--- config.mk ---
export PLATFORM = sky130hd
export DESIGN_NAME = telemetry_frame_serializer
export DESIGN_NICKNAME = d
export VERILOG_FILES = /design/src/rtl/tfs_pkg.sv /design/src/rtl/tfs_byte_shifter.sv /design/src/rtl/tfs_sequencer.sv /design/src/rtl/telemetry_frame_serializer.sv
export SDC_FILE = /design/constraint.sdc
export NUM_CORES = 1
export LEC_CHECK = 0
export ABC_CLOCK_PERIOD_IN_PS = 8039
export BUFFER_PORTS_ARGS = -buffer_cell sky130_fd_sc_hd__clkbuf_2
export CAP_MARGIN = 20
export CORE_MARGIN = 4
export CORE_UTILIZATION = 45
export CTS_CLUSTER_DIAMETER = 100
export CTS_CLUSTER_SIZE = 20
export DETAILED_ROUTE_END_ITERATION = 8
export GPL_TIMING_DRIVEN = 0
export HOLD_SLACK_MARGIN = 0.02
export PLACE_DENSITY = 0.66
export RECOVER_POWER = 25
export SLEW_MARGIN = 20
export SYNTH_ARGS = -nofsm -noshare
export SYNTH_HDL_FRONTEND = slang
export SYNTH_SLANG_ARGS = --single-unit
--- constraint.sdc ---
create_clock -name clk -period 8.04 [get_ports clk]
set_input_delay 1.608 -clock clk [delete_from_list [all_inputs] [get_ports clk]]
set_output_delay 1.608 -clock clk [all_outputs]
set_load 0.02 [all_outputs]
--- src/rtl/tfs_pkg.sv ---
// Shared types and constants for the telemetry frame serializer.
// Used by tfs_sequencer and telemetry_frame_serializer; no dependencies.
package tfs_pkg;

  // Configuration register indexes.
  localparam logic [1:0] CFG_DEST_ADDRESS = 2'd0;
  localparam logic [1:0] CFG_HOP_BUDGET   = 2'd1;
  localparam logic [1:0] CFG_PORT_NUMBER  = 2'd2;

  // Register reset values.
  localparam logic [31:0] DEST_RESET = 32'hFFFF_FFFF;
  localparam logic [6:0]  HOP_RESET  = 7'd3;
  localparam logic [6:0]  PORT_RESET = 7'd67;

  // Frame header and protobuf tag bytes.
  localparam logic [7:0] SYNC_0       = 8'h94;
  localparam logic [7:0] SYNC_1       = 8'hC3;
  localparam logic [7:0] TAG_PACKET   = 8'h0A;
  localparam logic [7:0] TAG_DEST     = 8'h15;
  localparam logic [7:0] TAG_DECODED  = 8'h22;
  localparam logic [7:0] TAG_PORT     = 8'h08;
  localparam logic [7:0] TAG_PAYLOAD  = 8'h12;
  localparam logic [7:0] TAG_TIME     = 8'h0D;
  localparam logic [7:0] TAG_ENV      = 8'h1A;
  localparam logic [7:0] TAG_HOP      = 8'h48;

  // Environment field tags: temperature, humidity, pressure, illuminance.
  localparam logic [7:0] ENV_TAG [4] = '{8'h0D, 8'h15, 8'h1D, 8'h4D};

  // Fixed length offsets on top of the environment length.
  localparam logic [7:0] TEL_EXTRA = 8'd7;
  localparam logic [7:0] DAT_EXTRA = 8'd11;
  localparam logic [7:0] PKT_EXTRA = 8'd20;
  localparam logic [7:0] TOR_EXTRA = 8'd22;

  // Shift controls from the sequencer to the byte shifters.
  typedef struct packed {
    logic       load;
    logic       dest_shift;
    logic [3:0] env_shift;
  } shift_ctrl_t;

endpackage

--- src/rtl/tfs_byte_shifter.sv ---
// One 32-bit word that leaves one byte per cycle while shift is high, low byte first.
// Depends on nothing; instantiated by telemetry_frame_serializer.
module tfs_byte_shifter (
  input  logic        clk,
  input  logic        load,
  input  logic [31:0] load_word,
  input  logic        shift,
  output logic [7:0]  low_byte
);

  logic [31:0] word;

  always_ff @(posedge clk) begin
    if (load) begin
      word <= load_word;
    end else if (shift) begin
      word <= {8'h00, word[31:8]};
    end
  end

  assign low_byte = word[7:0];

endmodule

--- src/rtl/tfs_sequencer.sv ---
// Frame sequencer: walks header, nested lengths, present environment fields
// and trailer, one byte per cycle except while an absent field is skipped. Depends on tfs_pkg.
module tfs_sequencer
  import tfs_pkg::*;
(
  input  logic              clk,
  input  logic              rst,
  input  logic              accept,
  input  logic [3:0]        present_in,
  input  logic [6:0]        hop_budget,
  input  logic [6:0]        port_number,
  input  logic [7:0]        dest_byte,
  input  logic [3:0][7:0]   env_byte,
  output shift_ctrl_t       ctrl,
  output logic              busy,
  output logic              strobe,
  output logic [7:0]        byte_out,
  output logic              last_byte
);

  localparam logic [1:0] S_IDLE = 2'd0;
  localparam logic [1:0] S_HEAD = 2'd1;
  localparam logic [1:0] S_ENV  = 2'd2;
  localparam logic [1:0] S_TAIL = 2'd3;

  localparam logic [4:0] HEAD_LAST  = 5'd23;
  localparam logic [2:0] PHASE_LAST = 3'd4;

  logic [1:0] state, state_next;
  logic [4:0] pos, pos_next;
  logic [1:0] idx, idx_next;
  logic [2:0] phase, phase_next;
  logic [3:0] present;
  logic [4:0] env_len;
  logic       strobe_next;
  logic [7:0] byte_next;
  logic       last_next;
  logic [2:0] count;
  logic [7:0] env_len8;

  assign count    = 3'($countones(present_in));
  assign env_len8 = {3'b000, env_len};
  assign busy     = (state != S_IDLE);

  always_comb begin
    state_next  = state;
    pos_next    = pos;
    idx_next    = idx;
    phase_next  = phase;
    strobe_next = 1'b0;
    byte_next   = 8'h00;
    last_next   = 1'b0;
    ctrl        = '0;
    case (state)
      S_IDLE: begin
        if (accept) begin
          state_next = S_HEAD;
          pos_next   = 5'd0;
          ctrl.load  = 1'b1;
        end
      end
      S_HEAD: begin
        strobe_next = 1'b1;
        case (pos) inside
          5'd0:            byte_next = SYNC_0;
          5'd1:            byte_next = SYNC_1;
          5'd3:            byte_next = env_len8 + TOR_EXTRA;
          5'd4:            byte_next = TAG_PACKET;
          5'd5:            byte_next = env_len8 + PKT_EXTRA;
          5'd6:            byte_next = TAG_DEST;
          [5'd7:5'd10]: begin
            byte_next       = dest_byte;
            ctrl.dest_shift = 1'b1;
          end
          5'd11:           byte_next = TAG_DECODED;
          5'd12:           byte_next = env_len8 + DAT_EXTRA;
          5'd13:           byte_next = TAG_PORT;
          5'd14:           byte_next = {1'b0, port_number};
          5'd15:           byte_next = TAG_PAYLOAD;
          5'd16:           byte_next = env_len8 + TEL_EXTRA;
          5'd17:           byte_next = TAG_TIME;
          5'd22:           byte_next = TAG_ENV;
          5'd23:           byte_next = env_len8;
          default:         byte_next = 8'h00;
        endcase
        if (pos == HEAD_LAST) begin
          state_next = S_ENV;
          idx_next   = 2'd0;
          phase_next = 3'd0;
        end else begin
          pos_next = pos + 5'd1;
        end
      end
      S_ENV: begin
        if (present[idx]) begin
          strobe_next = 1'b1;
          if (phase == 3'd0) begin
            byte_next = ENV_TAG[idx];
          end else begin
            byte_next           = env_byte[idx];
            ctrl.env_shift[idx] = 1'b1;
          end
        end
        if (!present[idx] || phase == PHASE_LAST) begin
          phase_next = 3'd0;
          if (idx == 2'd3) begin
            state_next = S_TAIL;
          end else begin
            idx_next = idx + 2'd1;
          end
        end else begin
          phase_next = phase + 3'd1;
        end
      end
      S_TAIL: begin
        strobe_next = 1'b1;
        if (phase == 3'd0) begin
          byte_next  = TAG_HOP;
          phase_next = 3'd1;
        end else begin
          byte_next  = {1'b0, hop_budget};
          last_next  = 1'b1;
          state_next = S_IDLE;
        end
      end
      default: begin
        state_next = S_IDLE;
      end
    endcase
  end

  always_ff @(posedge clk) begin
    if (rst) begin
      state     <= S_IDLE;
      pos       <= 5'd0;
      idx       <= 2'd0;
      phase     <= 3'd0;
      strobe    <= 1'b0;
      last_byte <= 1'b0;
    end else begin
      state     <= state_next;
      pos       <= pos_next;
      idx       <= idx_next;
      phase     <= phase_next;
      strobe    <= strobe_next;
      last_byte <= last_next;
    end
  end

  // Output byte register, and sample-dependent bookkeeping captured when a request is taken.
  always_ff @(posedge clk) begin
    byte_out <= byte_next;
    if (ctrl.load) begin
      present <= present_in;
      env_len <= {count, 2'b00} + {2'b00, count};
    end
  end

`ifndef NO_ASSERTIONS
  a_last_has_strobe : assert property (@(posedge clk) disable iff (rst)
    last_byte |-> strobe) else $error("last byte flagged without strobe");
  a_last_ends_frame : assert property (@(posedge clk) disable iff (rst)
    strobe && last_byte |-> state == S_IDLE) else $error("frame did not end after last byte");
  a_no_strobe_at_start : assert property (@(posedge clk) disable iff (rst)
    accept && state == S_IDLE |=> !strobe) else $error("byte strobed before frame began");
  a_one_env_shift : assert property (@(posedge clk) disable iff (rst)
    $onehot0(ctrl.env_shift) && !(ctrl.dest_shift && ctrl.env_shift != 4'd0))
    else $error("more than one shifter advanced");
`endif

endmodule

--- src/rtl/telemetry_frame_serializer.sv ---
// Top level of the telemetry frame serializer: configuration registers,
// byte shifters and sequencer. Depends on tfs_pkg, tfs_byte_shifter, tfs_sequencer.
//
//   Channel   Handshake                   Payload
//   -------   -------------------------   ------------------------------------------
//   sample    start, busy (take: start    temperature_bits, humidity_bits,
//             high while busy is low)     pressure_bits, illuminance_bits
//   frame     byte_valid (one cycle,      byte_out, last_byte
//             cannot be stalled)
//   config    cfg_valid, cfg_ready        cfg_index, cfg_data
//
// A request occupies the block from the moment it is taken until the last byte is
// shown. The sequencer emits one byte per cycle, except while an environment field
// that is NaN is skipped with no byte. After the request is taken the sequencer
// enters its header state, then registers the first byte and its strobe; busy
// falls in the cycle in which the last byte is shown. Reset (rst, synchronous)
// restores the register defaults and idles the sequencer. The frame receiver
// cannot stall the block; configuration writes are always accepted.
module telemetry_frame_serializer
  import tfs_pkg::*;
(
  input  logic        clk,
  input  logic        rst,
  input  logic        start,
  output logic        busy,
  input  logic [31:0] temperature_bits,
  input  logic [31:0] humidity_bits,
  input  logic [31:0] pressure_bits,
  input  logic [31:0] illuminance_bits,
  input  logic        cfg_valid,
  output logic        cfg_ready,
  input  logic [1:0]  cfg_index,
  input  logic [31:0] cfg_data,
  output logic        byte_valid,
  output logic [7:0]  byte_out,
  output logic        last_byte
);

  logic [31:0]      dest_address;
  logic [6:0]       hop_budget;
  logic [6:0]       port_number;
  logic [3:0]       present;
  logic [31:0]      sample_word [4];
  logic [3:0][7:0]  env_byte;
  logic [7:0]       dest_byte;
  shift_ctrl_t      ctrl;
  logic             accept;

  assign cfg_ready = 1'b1;
  assign accept    = start && !busy;

  // Configuration registers. Writes to an unused index are dropped.
  always_ff @(posedge clk) begin
    if (rst) begin
      dest_address <= DEST_RESET;
      hop_budget   <= HOP_RESET;
      port_number  <= PORT_RESET;
    end else if (cfg_valid && cfg_ready) begin
      case (cfg_index)
        CFG_DEST_ADDRESS: dest_address <= cfg_data;
        CFG_HOP_BUDGET:   hop_budget   <= cfg_data[6:0];
        CFG_PORT_NUMBER:  port_number  <= cfg_data[6:0];
        default:          ;
      endcase
    end
  end

  assign sample_word[0] = temperature_bits;
  assign sample_word[1] = humidity_bits;
  assign sample_word[2] = pressure_bits;
  assign sample_word[3] = illuminance_bits;

  // A field is absent when its exponent is all ones and its mantissa is
  // nonzero; infinities are still sent.
  for (genvar g = 0; g < 4; g++) begin : g_env
    assign present[g] = !((sample_word[g][30:23] == 8'hFF) &&
                          (sample_word[g][22:0] != 23'd0));

    tfs_byte_shifter u_env_shifter (
      .clk       (clk),
      .load      (ctrl.load),
      .load_word (sample_word[g]),
      .shift     (ctrl.env_shift[g]),
      .low_byte  (env_byte[g])
    );
  end

  // The destination goes out little-endian, one byte per cycle.
  tfs_byte_shifter u_dest_shifter (
    .clk       (clk),
    .load      (ctrl.load),
    .load_word (dest_address),
    .shift     (ctrl.dest_shift),
    .low_byte  (dest_byte)
  );

  tfs_sequencer u_sequencer (
    .clk         (clk),
    .rst         (rst),
    .accept      (accept),
    .present_in  (present),
    .hop_budget  (hop_budget),
    .port_number (port_number),
    .dest_byte   (dest_byte),
    .env_byte    (env_byte),
    .ctrl        (ctrl),
    .busy        (busy),
    .strobe      (byte_valid),
    .byte_out    (byte_out),
    .last_byte   (last_byte)
  );

endmodule
## Word-level counts from Yosys, hierarchy flattened

Cells that the tools add are included.

- Output and inout bits: 12
- Register bits after elaboration: 237
- Bits of input ports: 166

- Mux-type cells: 72
- Eq/ne operators: 33
- Add/subtract/negate cells: 11
- Reductions and logical operators: 40
- Magnitude comparators: 5
- Bitwise gates (word level): 2

Operators by type and width:

| cell | count |
|---|---|
| 32-bit two-way mux | 10 |
| 8-bit two-way mux | 20 |
| 23-bit nonzero test | 4 |
| 8-bit binary-select mux with 2-bit select | 2 |
| 8-bit == test (second input constant) | 4 |
| 5-bit by 4-bit == test with 1-bit output (second input constant) | 5 |
| 8-bit case mux with 3 select lines | 1 |
| 5-bit == test (second input constant) | 4 |
| 2-bit two-way mux | 8 |
| 2-bit nonzero test | 8 |
| 5-bit by 3-bit == test with 1-bit output (second input constant) | 3 |
| 5-bit two-way mux | 3 |
| 1-bit two-way mux | 14 |
| 5-bit by 5-bit adder with 6-bit output (second input constant) | 2 |
| 4-bit two-way mux | 3 |
| 5-bit case mux with 2 select lines | 1 |
| 3-bit two-way mux | 3 |
| 3-bit case mux with 3 select lines | 1 |
| 2-bit == test (second input constant) | 4 |
| 2-bit by 1-bit inequality test with 1-bit output (second input constant) | 4 |
| 2-bit inequality test (second input constant) | 4 |
| 2-bit case mux with 4 select lines | 1 |
| 1-bit logical AND | 7 |
| 7-bit two-way mux | 1 |
| 34 further kinds | 46 |

## Longest topological paths before layout

- Depth after elaboration: 18
- Gate-level depth with buffers: 9

## Modules after synthesis

A second synthesis with hierarchy kept.

- Cells, all modules: 926
- Area total of the unflattened synthesis: 12298.0 um^2

By module, submodules not included:

| module | times used | sequential area each (um^2) | area each (um^2) | cells an instance |
|---|---|---|---|---|
| tfs_byte_shifter | 5 | 960.9 | 1488.9 | 77 |
| tfs_sequencer | 1 | 710.7 | 2859.0 | 333 |
| telemetry_frame_serializer | 1 | 920.9 | 1994.4 | 208 |

## Worst setup path before layout

No wires, ideal clock.

- Path kind: in2reg
- Start: in temperature_bits[15]
- End: reg u_sequencer.env_len[4], data pin
- Stages: 9
- Setup slack: 4.245 ns
- Data required time: 7.782 ns
- Arrival: 3.537 ns
- Buffers on the path: 0
- Cells stage by stage: nor4_1 -> nand4_1 -> o21ai_0 -> ha_1 -> ha_1 -> fa_1 -> ha_1 -> ha_1 -> xor2_1

- Word-level cells in the longest chain between the ends: 6

Ends and longest elaborated chain:

| item | line | RTL |
|---|---|---|
| from (decl) | telemetry_frame_serializer.sv:26 | `input logic [31:0] temperature_bits,` |
| 23-bit nonzero test | telemetry_frame_serializer.sv:77 | `(sample_word[g][22:0] != 23'd0));` |
| 1-bit logical AND | telemetry_frame_serializer.sv:76 | `assign present[g] = !((sample_word[g][30:23] == 8'hFF) &&` |
| 1-bit logical NOT | telemetry_frame_serializer.sv:76 |  |
| named net present[0] | telemetry_frame_serializer.sv:42 | `logic [3:0] present;` |
| 1-bit by 1-bit adder with 2-bit output (implied by the code) | tfs_sequencer.sv:41 | `assign count = 3'($countones(present_in));` |
| 3-bit adder (implied by the code) | tfs_sequencer.sv:41 |  |
| 5-bit by 3-bit adder with 5-bit output | tfs_sequencer.sv:155 | `env_len <= {count, 2'b00} + {2'b00, count};` |
| to (signal assigned) | tfs_sequencer.sv:155 |  |
| to (decl) | tfs_sequencer.sv:34 | `logic [4:0] env_len;` |

The timed path passes the listed nets, and every way through them passes these cells.
A chain may end at the register's enable or synchronous reset.

## Worst setup path in the final report

- Start: in temperature_bits[4]
- End: reg u_sequencer.env_len[4], data pin

The elaborated chain is that of the path after synthesis.

==> results.md <==
- Dominant register cell in the synthesized netlist: sky130_fd_sc_hd__edfxtp_1
- Die H: 167 um
- Detailed Route Iter0 Violations: between 500 and 600
- Count of mapped cells out of synthesis: 1151
- Fill cell count: 2363
- Post-route minimum period: between 4 and 5 ns
- Crit path top cell by count: sky130_fd_sc_hd__ha_1
- Clock tree from TritonCTS: done
- Placer congestion estimate: between 0.9 and 1
- Number of different library cells in the post-synthesis netlist: 80
- Buffers on Ports: 176
- CP max FO: 2
- PnR Total Power: approximately 3.9 mW
- Post-route DRC: 0
- Leading cell type in the layout, fill and taps excluded: sky130_fd_sc_hd__nand2_1
- Power density cells: about 290 nW/um^2
- HPWL reported at the end of detailed placement: 23.0 mm
- Yosys synthesis warning count: 0
- Final antenna diode count: 0
- Category of the critical setup timing path: input port to flop
- Layout area overhead: 14.9%
- Most used routing layer: met2
- Vias in the first global route: 8767
- Cells traversed along the worst timing path: clkbuf_2 -> nor4_1 -> nand4_1 -> o21ai_0 -> ha_1 -> ha_1 -> fa_1 -> ha_1 -> ha_1 -> xor2_1
- Largest net degree at the start of global routing: 33
- Final count of pins violating max slew: 0
- Number of maximum-capacitance violations: 0
- Post-Synthesis Cell Area: 11400 um^2
- Area of combinational cells with multiple inputs: 4610 um^2
- Worst-case clock skew: ~0.023 ns
- Count of endpoints failing hold in the final timing report: 0
- Post-CTS setup buffer count: 0
- Class of the worst hold path: flop to flop
- Peak supply drop: 0.136 mV
- GRT Resource Usage Total: 20.9%
- Fraction of layout cells with a size suffix above 1: 15.7%
- Run status: finished clean
- Post-synthesis sequential area ratio: 56.3%
- Maximum clock frequency: ~230 MHz
- Unrepaired setup endpoints after global routing: false
- Via density: 5.30
- Setup crit end kind: flop
- Routed wire length: 30.1 mm
- Most frequent cells in the layout: sky130_fd_sc_hd__nand2_1, sky130_fd_sc_hd__edfxtp_1, sky130_fd_sc_hd__clkbuf_2
- Biggest cell delay along the critical path: 0.69 ns
- Routed via count: 8918
- Worst max-slew margin expressed relative to the limit: 23.0%
- Number of detailed-route iterations in the first pass: 5
- Std-Cell Core Area: about 25000 um^2
- Standby leakage power: 5.61 nW
- Worst Path Required: 8.27 ns
- CTS-repair resized insts: 0
- Slowest cell on the critical path: sky130_fd_sc_hd__o21ai_0
- GR met1 Demand/Resource: between 20% and 30%
- Period utilization: 53.3%
- Sinks on the clock net: 237
- Number of placement rows: 58
- Endpoint arrival time on the critical path: 4.51 ns
- Yosys reg bits: 237
- Clock buffers created by TritonCTS: 15
- Hold Buf Count CTS: 0
- Clock Latency Late Sink: 0.48 ns
- Initial Utilization: 45.5%
- Met3 track utilization from global routing: 4.15%
- Global-route wire length before repair: 46.9 mm
- CTS Root Buffer Type: sky130_fd_sc_hd__clkbuf_16
- Register cell area after layout: around 6400 um^2
- Mapped Avg Cell Area: 9.93 um^2
- Antenna violations before repair: 0
- Synth async-reset ratio: 0%
- Clk slew on worst S/H paths: 0.08 ns
- Startpoint class of the critical path: input port
- H-tree levels: 1
- Mapped Nets: 1346
- Overall die width: approximately 170 um
- Die Area: 28000 um^2
- Post-DRT Antenna Nets: 0
- Global Route met2 Usage: about 33%
- CTS Buffer Depth: 3
- Final setup viols: 0
- Remaining Overflow, GRT: 0
- Post-synth EDFFs: about 170
- Top-level I/O count: 178
- Setup_tns: 0 ns
- Post-detailed-route wirelength per cell: 17.9 um
- Layout net count: ~1500
- Measured slew at the worst slew-check pin: between 1 and 1.5 ns
==> worst max-delay path: cells and delay by family <==
| family | cells | cell delay, ns |
|---|---|---|
| AO/OA/AOI/OAI | 1 | 0.69 |
| XOR/XNOR | 1 | 0.13 |
| adder cells (fa/ha/maj) | 5 | 1.38 |
| buffers and inverters | 1 | 0.09 |
| AND/OR/NAND/NOR | 2 | 0.60 |
==> cell type report <==
cell class,instances,area share (%)
repair buffers,176,6.59
inverters,26,0.743
well taps,330,3.14
flip-flops and latches,237,49.0
multi-input cells,818,35.1
plain buffers,70,2.19
clock buffers,25,3.22
==> cell usage after synthesis (all sizes together), types with 2 or more instances <==
master   count  share of area, %
inv         26              0.85
nor4        21               1.1
clkbuf      55               1.8
nand3b       4              0.26
xor2         4              0.31
nand4bb      2              0.20
nand3        9              0.39
edfxtp     169                44
a221o        2              0.18
a21oi       21              0.92
o32ai        3              0.23
nand4       14              0.77
a211o        4              0.31
dfxtp       68                12
o21ai       25               1.1
a21o         2              0.13
a2111oi      2              0.16
a31oi        4              0.22
nor3        19              0.88
and3        41               2.2
nor2b        5              0.27
and2         5              0.30
xnor2        5              0.38
o2111ai      2              0.15
buf         15              0.73
nand2b       7              0.38
o31ai        6              0.39
a211oi       6              0.44
ha          28               3.1
a221oi       3              0.23
a22oi        2              0.13
nor2        38               1.2
a22o         2              0.15
nand4b       3              0.23
nor3b        3              0.20
nand2      431                14
mux2i       52               4.6
mux4         9               1.8
a2bb2oi      3              0.28
==> registers in the layout, summed over array words and instances, names as in the netlist, 5 cells and up <==
name,count
dest_address,32
g_env.u_env_shifter.word,128
hop_budget,7
port_number,7
u_dest_shifter.word,32
u_sequencer.byte_out,8
u_sequencer.env_len,5
u_sequencer.pos,5
==> logic make-up after synthesis <==
logic type      share of synthesized area (%)
other cells                            0.0328
mux                                      6.46
compound gates                           6.37
flops                                    56.3
fa+ha+maj                                3.24
buf+inv                                  3.39
simple gates                             23.5
xor+xnor                                0.690
==> path summary, 6_finish.rpt <==
path | startpoint | endpoint | slack, ns | depth (start not counted)
worst max-delay path | temperature_bits[4] | u_sequencer.env_len[4] | 3.75 | 10
worst min-delay path | dest_address[25] | dest_address[25] | 0.47 | 2
worst max register to register | u_sequencer.state[0] | u_dest_shifter.word[26] | 4.43 | 7
worst min register to register | dest_address[25] | dest_address[25] | 0.47 | 2
==> through the flow <==
step	cell area, um^2	hold WS, ns	utilization, %	cells	setup WS (ns)
floorplan	11400	0.433	-	1151	4.25
global placement	12700	0.446	50.7	1657	3.25
detailed placement	12700	0.457	50.7	1657	3.39
CTS	13200	0.473	52.4	1682	3.89
global route	13100	0.490	52.3	1682	3.73
finish	13100	0.468	52.3	1682	3.75
==> per-layer routing <==
| layer | routed length, um | vias up |
|---|---|---|
| li1 | - | 4402 |
| met1 | 13300 | 4157 |
| met2 | 13800 | 306 |
| met3 | 2200 | 53 |
| met4 | 835 | 0 |
| met5 | 0 | - |
==> where the power goes <==
part           internal, mW  switching (mW)  total, mW  leakage (nW)
logic                 0.365           0.807       1.17          3.23
registers              1.83           0.120       1.95          2.17
clock network         0.361           0.377      0.738         0.203
Note: power is estimated with default switching activity, not from simulation.
